--- config.mk ---
export PLATFORM = sky130hd
export DESIGN_NAME = granule_chain_allocator
export DESIGN_NICKNAME = d
export VERILOG_FILES = /design/src/hdl/gca_pkg.sv /design/src/hdl/granule_chain_allocator.sv
export SDC_FILE = /design/constraint.sdc
export NUM_CORES = 1
export LEC_CHECK = 0
export BUFFER_PORTS_ARGS = -buffer_cell sky130_fd_sc_hd__buf_2
export CAP_MARGIN = 5
export CORE_ASPECT_RATIO = 0.6
export CORE_MARGIN = 8
export CORE_UTILIZATION = 33
export CTS_CLUSTER_SIZE = 12
export DETAILED_ROUTE_END_ITERATION = 12
export SYNTH_ARGS = -nofsm -noshare
export SYNTH_HDL_FRONTEND = slang
export SYNTH_SLANG_ARGS = --single-unit
--- constraint.sdc ---
create_clock -name clk -period 7.6 [get_ports clk]
set_input_delay 1.52 -clock clk [delete_from_list [all_inputs] [get_ports clk]]
set_output_delay 1.52 -clock clk [all_outputs]
set_load 0.005 [all_outputs]
--- src/hdl/gca_pkg.sv ---
// ----------------------------------------------------------------------------
// gca_pkg
// Shared constants, codes and stream layout of the granule chain allocator.
// ----------------------------------------------------------------------------
package gca_pkg;

    localparam int GRANULES = 68;
    localparam int MAP_AW   = $clog2(GRANULES);
    localparam int ACC_W    = 20;

    localparam logic [7:0]       GRAN_B        = 8'(GRANULES);
    localparam logic [7:0]       FREE_MARK     = 8'hFF;
    localparam logic [7:0]       END_FIRST     = 8'hC0;
    localparam logic [7:0]       END_LAST      = 8'hC9;
    localparam logic [ACC_W-1:0] GRANULE_BYTES = ACC_W'(9 * 256);
    localparam logic [ACC_W-1:0] COUNT_MAX     = ACC_W'(262143);

    typedef enum logic [2:0] {
        ACT_LOAD    = 3'd0,
        ACT_READ    = 3'd1,
        ACT_MEASURE = 3'd2,
        ACT_ALLOC   = 3'd3,
        ACT_FREE    = 3'd4,
        ACT_FSPACE  = 3'd5
    } act_t;

    typedef enum logic [1:0] {
        ST_OK       = 2'd0,
        ST_CORRUPT  = 2'd1,
        ST_NO_SPACE = 2'd2,
        ST_RD_ONLY  = 2'd3
    } status_t;

    // stream layout
    localparam int IN_DATA_W  = 56;
    localparam int OUT_DATA_W = 40;
    localparam int DIRTY_BIT  = 35;

endpackage

--- src/hdl/granule_chain_allocator.sv ---
// ----------------------------------------------------------------------------
// granule_chain_allocator
// Per word: load and read look up one map entry; measure follows the chain link
// by link; free clears it entry by entry; allocate counts the granules needed,
// then scans the map for free ones; refused or out-of-range words go to the result.
// Next word is taken in the cycle after the result word is loaded.
// One word in flight; the map sits behind one read and one write port.
// Reset: map reads as all free at once through per-entry valid bits.
// ----------------------------------------------------------------------------
module granule_chain_allocator
(
    input  logic                          clk,
    input  logic                          rst_n,
    input  logic                          s_tvalid,
    output logic                          s_tready,
    // index, entry_value, last_sector_bytes, byte_length, zero pad
    input  logic [gca_pkg::IN_DATA_W-1:0]  s_tdata,
    // action
    input  logic [2:0]                    s_tuser,
    output logic                          m_tvalid,
    input  logic                          m_tready,
    // granule_out, byte_count, tail_bytes, map_dirty, zero pad
    output logic [gca_pkg::OUT_DATA_W-1:0] m_tdata,
    // status
    output logic [1:0]                    m_tuser,
    input  logic                          cfg_valid,
    output logic                          cfg_ready,
    input  logic                          cfg_data
);

    typedef enum logic [5:0] {
        S_IDLE = 6'b000001,
        S_RD   = 6'b000010,
        S_USE  = 6'b000100,
        S_CNT  = 6'b001000,
        S_FIN  = 6'b010000,
        S_DONE = 6'b100000
    } state_t;

    localparam int AW = gca_pkg::MAP_AW;
    localparam int CW = gca_pkg::ACC_W;

    state_t               state_reg, state_next;
    gca_pkg::act_t        act_reg, act_next;
    logic [AW-1:0]        g_reg, g_next;
    logic [AW-1:0]        prev_reg, prev_next;
    logic [7:0]           val_reg, val_next;
    logic [15:0]          last_reg, last_next;
    logic [17:0]          rem_reg, rem_next;
    logic [7:0]           needed_reg, needed_next;
    logic [7:0]           taken_reg, taken_next;
    logic [7:0]           links_reg, links_next;
    logic [CW-1:0]        acc_reg, acc_next;
    logic [11:0]          lpart_reg, lpart_next;
    logic [7:0]           ft_reg, ft_next;
    logic                 dirty_reg, dirty_next;
    logic                 wp_reg;
    gca_pkg::status_t     status_reg, status_next;
    logic [7:0]           gout_reg, gout_next;
    logic [17:0]          count_reg, count_next;
    logic [8:0]           tail_reg, tail_next;
    logic                 m_tvalid_reg, m_tvalid_next;
    logic [gca_pkg::OUT_DATA_W-1:0] m_tdata_reg, m_tdata_next;
    logic [1:0]           m_tuser_reg, m_tuser_next;

    // link map and its per-entry valid bits
    logic [7:0]           map_mem [gca_pkg::GRANULES];
    logic [7:0]           map_q;
    logic [gca_pkg::GRANULES-1:0] valid_reg;
    logic                 q_valid_reg;
    logic                 mem_re, mem_we;
    logic [AW-1:0]        mem_waddr;
    logic [7:0]           mem_wdata;
    logic [7:0]           rdata;

    // input fields
    logic [7:0]           in_index, in_value;
    logic [15:0]          in_last;
    logic [17:0]          in_size;
    logic [7:0]           in_lsb;
    logic [CW-1:0]        total, fspace;
    logic [11:0]          lpart_m1;
    logic [7:0]           end_code;
    logic [AW:0]          g_inc;

    assign in_index = s_tdata[7:0];
    assign in_value = s_tdata[15:8];
    assign in_last  = s_tdata[31:16];
    assign in_size  = s_tdata[49:32];
    assign in_lsb   = in_size[7:0];

    assign s_tready  = (state_reg == S_IDLE);
    assign cfg_ready = 1'b1;
    assign m_tvalid  = m_tvalid_reg;
    assign m_tdata   = m_tdata_reg;
    assign m_tuser   = m_tuser_reg;

    assign rdata    = q_valid_reg ? map_q : gca_pkg::FREE_MARK;
    assign total    = acc_reg + CW'(last_reg) + CW'({rdata[3:0], 8'h00});
    assign fspace   = CW'({ft_reg, 11'b0}) + CW'({ft_reg, 8'b0});
    assign lpart_m1 = lpart_reg - 12'd1;
    assign end_code = (lpart_reg == 12'd0) ? gca_pkg::END_FIRST
                    : gca_pkg::END_FIRST + {4'b0, lpart_m1[11:8]};
    assign g_inc    = {1'b0, g_reg} + (AW+1)'(1);

    function automatic logic [17:0] sat_count(input logic [CW-1:0] v);
        sat_count = (v > gca_pkg::COUNT_MAX) ? 18'h3FFFF : v[17:0];
    endfunction

    always_ff @(posedge clk)
    begin
        if (mem_we)
        begin
            map_mem[mem_waddr] <= mem_wdata;
        end
        if (mem_re)
        begin
            map_q <= map_mem[g_reg];
        end
    end

    always_comb
    begin
        state_next    = state_reg;
        act_next      = act_reg;
        g_next        = g_reg;
        prev_next     = prev_reg;
        val_next      = val_reg;
        last_next     = last_reg;
        rem_next      = rem_reg;
        needed_next   = needed_reg;
        taken_next    = taken_reg;
        links_next    = links_reg;
        acc_next      = acc_reg;
        lpart_next    = lpart_reg;
        ft_next       = ft_reg;
        dirty_next    = dirty_reg;
        status_next   = status_reg;
        gout_next     = gout_reg;
        count_next    = count_reg;
        tail_next     = tail_reg;
        m_tvalid_next = m_tvalid_reg;
        m_tdata_next  = m_tdata_reg;
        m_tuser_next  = m_tuser_reg;
        mem_re        = 1'b0;
        mem_we        = 1'b0;
        mem_waddr     = g_reg;
        mem_wdata     = val_reg;

        if (m_tvalid_reg && m_tready)
        begin
            m_tvalid_next = 1'b0;
        end

        case (state_reg)
            S_IDLE:
            begin
                if (s_tvalid)
                begin
                    act_next    = gca_pkg::act_t'(s_tuser);
                    g_next      = in_index[AW-1:0];
                    val_next    = in_value;
                    last_next   = in_last;
                    rem_next    = in_size;
                    needed_next = 8'd0;
                    taken_next  = 8'd0;
                    links_next  = 8'd0;
                    acc_next    = '0;
                    status_next = gca_pkg::ST_OK;
                    gout_next   = 8'd0;
                    count_next  = 18'd0;
                    tail_next   = 9'd0;
                    state_next  = S_DONE;
                    case (gca_pkg::act_t'(s_tuser))
                        gca_pkg::ACT_LOAD:
                        begin
                            if (in_index < gca_pkg::GRAN_B) state_next = S_RD;
                        end
                        gca_pkg::ACT_READ:
                        begin
                            if (in_index < gca_pkg::GRAN_B) state_next = S_RD;
                            else gout_next = gca_pkg::FREE_MARK;
                        end
                        gca_pkg::ACT_MEASURE:
                        begin
                            if (in_index < gca_pkg::GRAN_B) state_next = S_RD;
                            else status_next = gca_pkg::ST_CORRUPT;
                        end
                        gca_pkg::ACT_ALLOC:
                        begin
                            if (wp_reg)
                            begin
                                status_next = gca_pkg::ST_RD_ONLY;
                            end
                            else
                            begin
                                tail_next  = (in_lsb == 8'd0 && in_size != 18'd0)
                                           ? 9'd256 : {1'b0, in_lsb};
                                state_next = S_CNT;
                            end
                        end
                        gca_pkg::ACT_FREE:
                        begin
                            dirty_next = 1'b1;
                            if (in_index < gca_pkg::GRAN_B) state_next = S_RD;
                        end
                        gca_pkg::ACT_FSPACE:
                        begin
                            count_next = sat_count(fspace);
                        end
                        default:
                        begin
                            state_next = S_DONE;
                        end
                    endcase
                end
            end

            // granules needed, one subtract of a granule size per cycle
            S_CNT:
            begin
                if ({1'b0, needed_reg} + 9'd1 > {1'b0, ft_reg})
                begin
                    status_next = gca_pkg::ST_NO_SPACE;
                    tail_next   = 9'd0;
                    state_next  = S_DONE;
                end
                else if (rem_reg <= 18'(gca_pkg::GRANULE_BYTES))
                begin
                    lpart_next  = rem_reg[11:0];
                    needed_next = needed_reg + 8'd1;
                    g_next      = '0;
                    state_next  = S_RD;
                end
                else
                begin
                    rem_next    = rem_reg - 18'(gca_pkg::GRANULE_BYTES);
                    needed_next = needed_reg + 8'd1;
                end
            end

            S_RD:
            begin
                mem_re     = 1'b1;
                state_next = S_USE;
            end

            S_USE:
            begin
                state_next = S_DONE;
                case (act_reg)
                    gca_pkg::ACT_LOAD:
                    begin
                        mem_we  = 1'b1;
                        ft_next = ft_reg - 8'(rdata == gca_pkg::FREE_MARK)
                                         + 8'(val_reg == gca_pkg::FREE_MARK);
                    end
                    gca_pkg::ACT_READ:
                    begin
                        gout_next = rdata;
                    end
                    gca_pkg::ACT_MEASURE:
                    begin
                        if (rdata < gca_pkg::GRAN_B)
                        begin
                            if ({1'b0, links_reg} + 9'd1 >= 9'(gca_pkg::GRANULES))
                            begin
                                status_next = gca_pkg::ST_CORRUPT;
                            end
                            else
                            begin
                                links_next = links_reg + 8'd1;
                                acc_next   = acc_reg + gca_pkg::GRANULE_BYTES;
                                g_next     = rdata[AW-1:0];
                                state_next = S_RD;
                            end
                        end
                        else if (rdata inside {[gca_pkg::END_FIRST:gca_pkg::END_LAST]})
                        begin
                            count_next = sat_count(total);
                        end
                        else
                        begin
                            status_next = gca_pkg::ST_CORRUPT;
                        end
                    end
                    gca_pkg::ACT_FREE:
                    begin
                        mem_we    = 1'b1;
                        mem_wdata = gca_pkg::FREE_MARK;
                        if (rdata != gca_pkg::FREE_MARK) ft_next = ft_reg + 8'd1;
                        if (rdata < gca_pkg::GRAN_B)
                        begin
                            g_next     = rdata[AW-1:0];
                            state_next = S_RD;
                        end
                    end
                    gca_pkg::ACT_ALLOC:
                    begin
                        state_next = S_RD;
                        g_next     = g_inc[AW-1:0];
                        if (rdata == gca_pkg::FREE_MARK)
                        begin
                            // link the previous granule forward to this one, or report the first one as the head
                            if (taken_reg == 8'd0)
                            begin
                                gout_next = 8'(g_reg);
                            end
                            else
                            begin
                                mem_we    = 1'b1;
                                mem_waddr = prev_reg;
                                mem_wdata = 8'(g_reg);
                            end
                            prev_next  = g_reg;
                            taken_next = taken_reg + 8'd1;
                            ft_next    = ft_reg - 8'd1;
                            if (taken_reg + 8'd1 == needed_reg) state_next = S_FIN;
                        end
                        if (g_inc >= (AW+1)'(gca_pkg::GRANULES)) state_next = S_FIN;
                    end
                    default:
                    begin
                        state_next = S_DONE;
                    end
                endcase
            end

            S_FIN:
            begin
                mem_we     = 1'b1;
                mem_waddr  = prev_reg;
                mem_wdata  = end_code;
                dirty_next = 1'b1;
                state_next = S_DONE;
            end

            S_DONE:
            begin
                if (!m_tvalid_reg || m_tready)
                begin
                    m_tvalid_next = 1'b1;
                    m_tdata_next  = {4'b0, dirty_reg, tail_reg, count_reg, gout_reg};
                    m_tuser_next  = status_reg;
                    state_next    = S_IDLE;
                end
            end

            default:
            begin
                state_next = S_IDLE;
            end
        endcase
    end

    always_ff @(posedge clk or negedge rst_n)
    begin
        if (!rst_n)
        begin
            state_reg    <= S_IDLE;
            ft_reg       <= gca_pkg::GRAN_B;
            dirty_reg    <= 1'b0;
            wp_reg       <= 1'b0;
            valid_reg    <= '0;
            q_valid_reg  <= 1'b0;
            m_tvalid_reg <= 1'b0;
            m_tdata_reg  <= '0;
            m_tuser_reg  <= '0;
        end
        else
        begin
            state_reg    <= state_next;
            ft_reg       <= ft_next;
            dirty_reg    <= dirty_next;
            m_tvalid_reg <= m_tvalid_next;
            m_tdata_reg  <= m_tdata_next;
            m_tuser_reg  <= m_tuser_next;
            if (cfg_valid)
            begin
                wp_reg <= cfg_data;
            end
            if (mem_we)
            begin
                valid_reg[mem_waddr] <= 1'b1;
            end
            if (mem_re)
            begin
                q_valid_reg <= valid_reg[g_reg];
            end
        end
    end

    always_ff @(posedge clk)
    begin
        act_reg    <= act_next;
        g_reg      <= g_next;
        prev_reg   <= prev_next;
        val_reg    <= val_next;
        last_reg   <= last_next;
        rem_reg    <= rem_next;
        needed_reg <= needed_next;
        taken_reg  <= taken_next;
        links_reg  <= links_next;
        acc_reg    <= acc_next;
        lpart_reg  <= lpart_next;
        status_reg <= status_next;
        gout_reg   <= gout_next;
        count_reg  <= count_next;
        tail_reg   <= tail_next;
    end

endmodule

**Word-level counts from Yosys, hierarchy flattened**

Memories as Yosys holds them, arrays and structs flattened. A register that Yosys moved wholly into a read port is not among the register bits.
Cells that the tools add are included.
W data, S select, Z words.

- RAM bits: 544
- Latch bits: 0
- Word-level logic and storage cells: 240
- Input bits: 65
- Memory bits (read-only): 0
- Register bits after elaboration: 276
- Output and inout bits: 45
- Memories: 1

- Multiply operators: 0
- Equality and inequality tests: 45
- Shift-type cells: 0
- Muxes and demuxes: 103
- Div/mod/pow operators: 0
- Reduce and logical (&&, ||, !) cells: 35
- $lt $le $gt $ge: 13
- Add/subtract/negate cells: 17
- Bitwise gates (word level): 2

Memory list:

| memory | depth | bits a word | rd ports | clocked after memory_dff | write ports | line | source |
|---|---|---|---|---|---|---|---|
| map_mem | 68 | 8 | 1 | 1 | 1 | granule_chain_allocator.sv:67 | `logic [7:0] map_mem [gca_pkg::GRANULES];` |

Operator list:

| operator | number |
|---|---|
| $mux W18 | 10 |
| $mux W8 | 18 |
| $pmux W8 S2 | 7 |
| $mux W20 | 4 |
| $pmux W18 S2 | 2 |
| $or A68 B68 Y68 | 1 |
| $mux W7 | 9 |
| $mux W6 | 10 |
| $mux W9 | 5 |
| $pmux W7 S3 | 2 |
| $gt A20 B18 Y1 const B | 2 |
| $pmux W20 S2 | 1 |
| $pmux W6 S6 | 1 |
| $add A8 B1 Y8 const B | 4 |
| $ne A2 B2 Y1 const B | 14 |
| $ne A3 B3 Y1 const B | 8 |
| $pmux W8 S3 | 1 |
| $add A19 B16 Y20 | 1 |
| $add A20 B12 Y20 | 1 |
| $add A20 B12 Y20 const B | 1 |
| $add A20 B16 Y20 | 1 |
| $add A8 B1 Y9 const B | 2 |
| $le A18 B12 Y1 const B | 1 |
| $pmux W6 S3 | 1 |
| 59 further kinds | 108 |

**Depth between registers and ports, before layout**

Gate-level depths: netlist (run 1).

- Depth after elaboration: 10
- Mapped depth: 15
- Mapped depth without buffers: 15

**Least setup slack after synthesis (run 1)**

Ideal clock, no wire load.

- Kind: reg-to-reg
- Start: reg state_reg[5]
- End: mem map_mem[0][7] (data pin)
- Path slack: 2.730 ns
- Setup time: 0.733 ns
- Arrival: 4.137 ns
- Period minus slack after synthesis: 4.870 ns
- Cell stages (with the launch flop): 7
- Data required time: 6.867 ns
- Path buffers: 2
- Cells stage by stage: dfrtp_1 > nor4_4 > and2_1 > buf_4 > clkbuf_1 > a21oi_1 > o21ai_0

- Longest elaborated chain between the ends: 2
- Elaborated cells between the ends (all ways): 3
- Classes of those cells: eq/ne (2); mux (1)

RTL lines:

| element | line | source |
|---|---|---|
| from (decl) | granule_chain_allocator.sv:43 | `state_t state_reg, state_next;` |
| from (signal assigned) | granule_chain_allocator.sv:372 | `state_reg <= state_next;` |
| $eq A6 B5 Y1 or $eq A6 B3 Y1 (tied branches) | granule_chain_allocator.sv:155 | `case (state_reg)` |
| $pmux W8 S2 (*) | granule_chain_allocator.sv:155 |  |
| via mem_wdata[7] | granule_chain_allocator.sv:73 | `logic [7:0] mem_wdata;` |
| to (decl) | granule_chain_allocator.sv:67 |  |

Mark *: on every way through the listed nets, which the timed path passes. The rest lies on a longest branch.

**Worst setup path in the final report (run 1)**

- Start: reg state_reg[5]
- End: mem map_mem[51][5], enable pin

- Longest elaborated chain between the ends: 4
- Elaborated cells between the ends (all ways): 6
- Classes of those cells: eq/ne (2); mux (4)

RTL lines:

| element | line | source |
|---|---|---|
| $eq A6 B5 Y1 or $eq A6 B3 Y1 (tied branches) | granule_chain_allocator.sv:155 |  |
| $pmux W1 S2 | granule_chain_allocator.sv:155 |  |
| $mux W1 | granule_chain_allocator.sv:112 | `if (mem_we)` |
| $mux W1 (not written as such) | granule_chain_allocator.sv:114 | `map_mem[mem_waddr] <= mem_wdata;` |

Several ways; a longest one is shown, not always the timed one.

==> results of run 1 <==
-- critical path: stages, from the launching register on --
cell and delay (ns):
dfrtp_1 0.45, nor4_4 0.67, and2_1 1.05, a41oi_4 0.66, nor3b_1 0.37, a31o_2 0.21
nand2b_1 0.51, nor2_1 0.91
-- how the worst max path moves through the flow --
stage                             start                       end  slack (ns)  cells past startpoint
3_5_place_dp   state_reg[5]$_DFFE_PN0P_  map_mem[51][5]$_DFFE_PP_        2.46                      7
5_1_grt        state_reg[5]$_DFFE_PN0P_  map_mem[51][3]$_DFFE_PP_        2.08                      7
6_report       state_reg[5]$_DFFE_PN0P_  map_mem[51][5]$_DFFE_PP_        2.35                      7
3_3_place_gp   state_reg[5]$_DFFE_PN0P_  map_mem[51][2]$_DFFE_PP_        2.64                      7
4_1_cts        state_reg[5]$_DFFE_PN0P_  map_mem[51][3]$_DFFE_PP_        2.43                      7
2_1_floorplan  state_reg[5]$_DFFE_PN0P_   map_mem[0][7]$_DFFE_PP_        2.73                      6
-- through the flow --
| step | std cells | total power (W) |
|---|---|---|
| after floorplan | 2204 | 0.00689 |
| after detailed placement | 3642 | 0.00769 |
| after global routing | 3772 | 0.0117 |
| after global placement | 3642 | 0.00761 |
| after CTS | 3771 | 0.0113 |
| final | 3774 | 0.0113 |
-- placed cells by master (no fill, tap or decap), drive strengths merged, types with 22 or more instances in the layout --
cell / Yosys / routed
nor2: 164 / 164
clkbuf: 52 / 124
o22ai: 22 / 22
xnor2: 34 / 34
mux4: 159 / 159
nand2b: 22 / 22
o21ai: 77 / 77
a21oi: 41 / 41
xor2: 31 / 31
nand3: 43 / 43
dfrtp: 121 / 121
ha: 50 / 50
mux2: 48 / 48
o21bai: 61 / 61
inv: 38 / 41
buf: 60 / 126
mux2i: 35 / 35
nor3: 30 / 30
edfxtp: 696 / 696
nor2b: 25 / 25
and2: 30 / 30
nand2: 131 / 131
-- final cells by class --
type / instances / area [µm²]
Antenna cell: 2 / 5.00
Fill cell: 9785 / 67200
Sequential cell: 820 / 24000
Timing Repair Buffer: 126 / 752
Clock buffer: 124 / 2220
Tap cell: 1425 / 1780
Inverter: 40 / 150
Multi-Input combinational cell: 1232 / 10800
Clock inverter: 5 / 46.3
-- logic make-up (layout without fill, tap and decap cells) --
family	Yosys count	count (layout)	synth area share
DFF	820	820	0.677
and+or+nand+nor	538	538	0.0741
AOI/OAI and AO/OA	324	324	0.0637
muxes	242	242	0.126
buffers and inverters	152	295	0.0204
xor gates and xnor gates	65	65	0.0161
adders and majority gates	58	58	0.0222
other	2	7	0.000212
-- metal layers --
layer  vias up  share of wire  wire length [µm]  GRT usage
met5         -        0.00014                12          0
met1     10500           0.47             41600      0.220
met4         2          0.017              1490     0.0301
met2       738           0.42             36700      0.200
met3       113          0.095              8410     0.0468
li1       8774              -                 -          -
-- power by group through the flow --
stage	registers (W)	clock network (W)	logic (W)
6_report	0.00550	0.00365	0.00211
2_1_floorplan	0.00555	0	0.00135
3_3_place_gp	0.00558	0	0.00203
3_5_place_dp	0.00560	0	0.00209
5_1_grt	0.00553	0.00390	0.00227
4_1_cts	0.00550	0.00374	0.00210
==> results by group, run 1 <==
STA
  • Worst setup margin: 2.35 ns
  • Rel. slew slack: 0.178
  • Max frequency: 191 MHz
  • Setup TNS: 0 ns
  • Layout Skew: roughly 0.028 ns
  • Fin crit period: between 5 and 6 ns
  • Final worst-path cycle share: 0.691
  • Final setup vio count: 0
  • Slew @ Worst Pin: 1.20 ns
  • Hold slack: around 0.45 ns
  • Hold Fails Final Rpt: 0
  • RSZ-0062 raised after global routing: false
  • Max-slew violations: 0

Global route
  • Largest net degree at the start of global routing: 106
  • Grt ovf: 0
  • Initial antenna violation count: 2
  • Vias in the first global route: 20,400
  • All-Layer GR Usage: 0.145
  • First-pass GRT wire length: 132,000 µm

Placement
  • Hpwl dp: 58,200 µm
  • Dpl cell area: 37,500 µm²
  • Dpl ws: roughly 2.5 ns
  • Routability cong.: 0.859
  • IO buf count: 98

Route
  • Iteration-0 DRC Markers: 2,214
  • Avg WL per Cell: 23.4 µm
  • # DRC: 0
  • Via/cell ratio: approximately 5.3
  • Via Count: around 20,000
  • Post-DRT Antenna Nets: 0
  • Post-Route WL: 88,200 µm
  • First-pass DRT Iterations: 8

Critical path
  • R2R depth: 7
  • Max FO, Critical Path: 31
  • Worst setup SP type: flop
  • Reg2reg start: state_reg[5]$_DFFE_PN0P_
  • Setup CP Type: flop to flop
  • Reg-to-reg endpoint: map_mem[51][5]$_DFFE_PP_
  • Req. time, crit path: around 7.9 ns
  • CP endpoint kind: flop
  • Reg2reg setup slack: 2.35 ns
  • Crit path DAT: 5.51 ns

Layout
  • Util after Layout: 0.372
  • Area grow syn2layout: 12.2%
  • Layout cells sized above 1: 0.204
  • Nets: 2,422
  • Largest register FFs: 544
  • Design area: 39,800 µm²

Run
  • Max_cap viols: 0

Synthesis
  • Commonest cells in the netlist: edfxtp_1 (696), nor2_1 (164), mux4_2 (159), nand2_1 (129), dfrtp_1 (121)
  • Most frequent cell after synthesis: edfxtp_1
  • Mapped cell area: about 35,000 µm²
  • Area leader, netlist: edfxtp_1
  • Post-synth top flop: edfxtp_1
  • Synth cell types: 86
  • Mapped Cells: 2,201
  • Post-synthesis async set-or-reset flop share: 0.151
  • Syn_area_per_cell: roughly 16 µm²
  • Top cell type's share of synthesized area: 0.589
  • #FFs+latches synth: slightly above 800
  • Largest cells by area after synthesis: edfxtp_1 (59%), mux4_2 (10%), dfrtp_1 (8.5%)
  • YS warnings: 0
  • EDFF count, synth: 696
  • Sequential fraction of the synthesis area: 0.677

Pwr
  • Pwr dens: ~280 nW/µm²
  • Reg power frac: 0.488
  • Worst VDD drop: 157 µV
  • Internal Pwr Total: 0.00812 W
  • Logic gate share of total power: 0.187
  • Power share of the clock group: 0.324
  • Pleak: 13.6 nW
  • Sw frac: 0.279
  • Switching power: 0.00314 W

Clock tree
  • Postcts setup bufs: 0
  • Hold-fix buffers, CTS: 0
  • Clk Latency, worst-skew pair: 0.65 ns
  • Clk slew on worst S/H paths: 0.07 ns
  • Root buf cell: clkbuf_16
  • Clock tree sinks: between 800 and 900
  • CTS Buf Count: approximately 80
  • CTS tree: built
  • Clk buf depth: 3
  • H-Tree Depth: 3
  • PostCTS Resize Cnt: 0

Die
  • Initial Util: 0.332
  • Io pins: 110
  • Die Span X: 439 µm
  • Die area: 119,000 µm²
  • Core area: between 100,000 and 150,000 µm²
  • Num rows: 93
  • Chip Height: approximately 270 µm

Worst hold path
  • Hold path depth: 0
  • Hold Crit Start: rem_reg[1]$_DFFE_PP_
  • WHS Endpoint: lpart_reg[1]$_DFFE_PP_
  • Min-delay worst type: flop to flop

Status
  • Status: finished clean
(Power assumes the default switching activity.)
==> run 2: changes to the inputs <==
==> constraint.sdc (replaced) <==
create_clock -name clk -period 5.4 [get_ports clk]
set_input_delay 1.08 -clock clk [delete_from_list [all_inputs] [get_ports clk]]
set_output_delay 1.08 -clock clk [all_outputs]
set_load 0.005 [all_outputs]
==> results by group, run 2 (synthesized netlist as in run 1, its figures left out) <==
Pwr
  • Power share of the clock group: 0.324 (about the same)
  • Pwr dens: 396 nW/µm² (+40%)
  • Reg power frac: 0.490 (+0.002)
  • Switching power: 0.00439 W (+40%)
  • Worst VDD drop: 196 µV (+25%)
  • Logic gate share of total power: 0.186 (about the same)
  • Total power: 0.0158 W (+40%)
  • Pleak: 13.7 nW (+0.39%)
  • Internal Pwr Total: 0.0114 W (+41%)
  • Sw frac: 0.278 (-0.00153)

Global route
  • Vias in the first global route: 20,400 (+0.26%)
  • First-pass GRT wire length: 132,000 µm (-0.18%)
  • Initial antenna violation count: 3 (+1)
  • Largest net degree at the start of global routing: 101 (-4.7%)
  • All-Layer GR Usage: 0.144 (-0.00108)
  • Grt ovf: 0 (unchanged)

Critical path
  • CP endpoint kind: flop
  • Req. time, crit path: 5.66 ns (-2.20 ns)
  • Max FO, Critical Path: 23 (-26%)
  • Setup CP Type: flop to flop
  • Crit path DAT: 4.76 ns (-0.75 ns)
  • Worst setup SP type: flop

STA
  • Max frequency: 222 MHz (+17%)
  • Hold Fails Final Rpt: 0 (unchanged)
  • Max-slew violations: 0 (unchanged)
  • Slew @ Worst Pin: 1.28 ns (+0.0807 ns)
  • Final worst-path cycle share: 0.834 (+0.143)
  • Final setup vio count: 0 (unchanged)
  • Layout Skew: 0.0257 ns (-0.00201 ns)
  • RSZ-0062 raised after global routing: false
  • Setup TNS: 0 ns (unchanged)
  • Fin crit period: 4.50 ns (-0.746 ns)
  • Rel. slew slack: 0.146 (-0.0319)

Layout
  • Design area: 39,900 µm² (+0.24%)
  • Util after Layout: 0.373 (+0.000889)
  • Nets: 2,432 (+0.41%)
  • Largest register FFs: 544 (unchanged)
  • Most frequent cells in the layout: edfxtp_1 (696), nor2_1 (164), mux4_2 (159), nand2_1 (126), dfrtp_1 (121)
  • Area grow syn2layout: 12.5%
  • Final Non-Filler Cells: 3,786 (+0.32%)
  • Layout cells sized above 1: 0.208 (+0.00447)
  • Commonest non-fill, non-tap cell in the layout: edfxtp_1

Clock tree
  • Clock tree sinks: 820 (unchanged)
  • Clk Latency, worst-skew pair: 0.65 ns (about the same)
  • CTS Buf Count: 79 (unchanged)
  • Root buf cell: clkbuf_16
  • Clk buf depth: 3 (unchanged)
  • CTS tree: built
  • H-Tree Depth: 3 (unchanged)
  • Clk slew on worst S/H paths: 0.07 ns (about the same)
  • PostCTS Resize Cnt: 0 (unchanged)
  • Postcts setup bufs: 0 (unchanged)
  • Hold-fix buffers, CTS: 0 (unchanged)

Die
  • Num rows: 93 (unchanged)
  • Io pins: 110 (unchanged)
  • Die area: 119,000 µm² (unchanged)
  • Core area: 107,000 µm² (unchanged)
  • Initial Util: 0.332 (unchanged)
  • Die Span X: 439 µm (unchanged)
  • Chip Height: 270 µm (unchanged)

Placement
  • Hpwl dp: 58,900 µm (+1.4%)
  • DP Cell Count: 3,653 (+0.30%)
  • Routability cong.: 0.883 (+2.8%)
  • Dpl cell area: 37,600 µm² (+0.25%)
  • IO buf count: 98 (unchanged)

Route
  • Via Count: 20,200 (+0.16%)
  • Avg WL per Cell: 23.1 µm (-1.2%)
  • Post-DRT Antenna Nets: 0 (unchanged)
  • First-pass DRT Iterations: 5 (-3)
  • Iteration-0 DRC Markers: 2,264 (+2.3%)
  • # DRC: 0 (unchanged)
  • Via/cell ratio: 5.32 (-0.16%)
  • Post-Route WL: 87,400 µm (-0.93%)

Status
  • Status: finished clean

Run
  • Max_cap viols: 0 (unchanged)

Worst hold path
  • Min-delay worst type: input pin to asynchronous set/reset pin
## run 2: cell types whose count changed in the layout (fill, tap and decap cells not counted)
cell | previous run | this run
buf_4 | 25 | 35
clkinv_8 | 0 | 2
buf_12 | 2 | 3
buf_16 | 1 | 0
clkbuf_16 | 81 | 80
clkinv_1 | 3 | 2
clkinv_16 | 0 | 1
clkinv_2 | 1 | 2
inv_16 | 1 | 0
inv_6 | 2 | 3
## run 2: worst max-delay path, cell delays in order, from the launching register on
cell and delay [ns]:
edfxtp_1 0.44, nor2b_1 0.18, nand2_1 0.07, buf_4 0.27, clkinv_1 0.49, a32oi_1 0.41, a2bb2oi_1 0.13, o22ai_1 0.57
nand2_1 0.62, nor2_1 0.92
## run 2: power groups by stage
| stage | logic (W) | clock network [W] | registers, W |
|---|---|---|---|
| 2_1_floorplan | 0.00190 | 0 | 0.00781 |
| 4_1_cts | 0.00295 | 0.00523 | 0.00775 |
| 3_5_place_dp | 0.00294 | 0 | 0.00787 |
| 3_3_place_gp | 0.00286 | 0 | 0.00785 |
| 5_1_grt | 0.00318 | 0.00548 | 0.00778 |
| 6_report | 0.00293 | 0.00513 | 0.00774 |
## run 2: path summary, 6_finish.rpt
kind,startpoint,to,slack [ns],depth (start not counted)
worst max-delay path,act_reg[1]$_DFFE_PP_,map_mem[18][2]$_DFFE_PP_,0.90,9
worst min-delay path,rst_n,m_tdata[23]$_DFFE_PN0P_,0.45,1
worst max register to register,act_reg[1]$_DFFE_PP_,map_mem[18][2]$_DFFE_PP_,0.90,9
worst min register to register,valid_reg[6]$_DFFE_PN0P_,valid_reg[6]$_DFFE_PN0P_,0.45,1
max in group asynchronous,rst_n,valid_reg[24]$_DFFE_PN0P_,3.73,2
min in group clk,valid_reg[6]$_DFFE_PN0P_,valid_reg[6]$_DFFE_PN0P_,0.45,1
## run 2: layout make-up
cell class / count / area [µm²]
diodes: 2 / 5.00
flip-flops and latches: 820 / 24000
fillers: 9777 / 67100
inverters: 40 / 150
well taps: 1425 / 1780
clock buffers: 123 / 2190
multi-input cells: 1232 / 10800
clock inverters: 8 / 98.8
repair buffers: 136 / 820
## run 2: layer usage
metal / vias to the layer above / wire length [µm] / GRT usage
met5: - / 12 / 0
met4: 2 / 1400 / 0.0300
met3: 123 / 7890 / 0.0408
met2: 795 / 37000 / 0.202
met1: 10400 / 41100 / 0.219
li1: 8806 / - / -
## run 2: through the flow
| step | setup slack, ns | hold slack, ns |
|---|---|---|
| final | 0.898 | 0.452 |
| after global routing | 0.674 | 0.466 |
| after CTS | 0.995 | 0.449 |
| after detailed placement | 1.03 | 0.438 |
| after global placement | 1.12 | 0.434 |
| after floorplan | 0.530 | 0.417 |
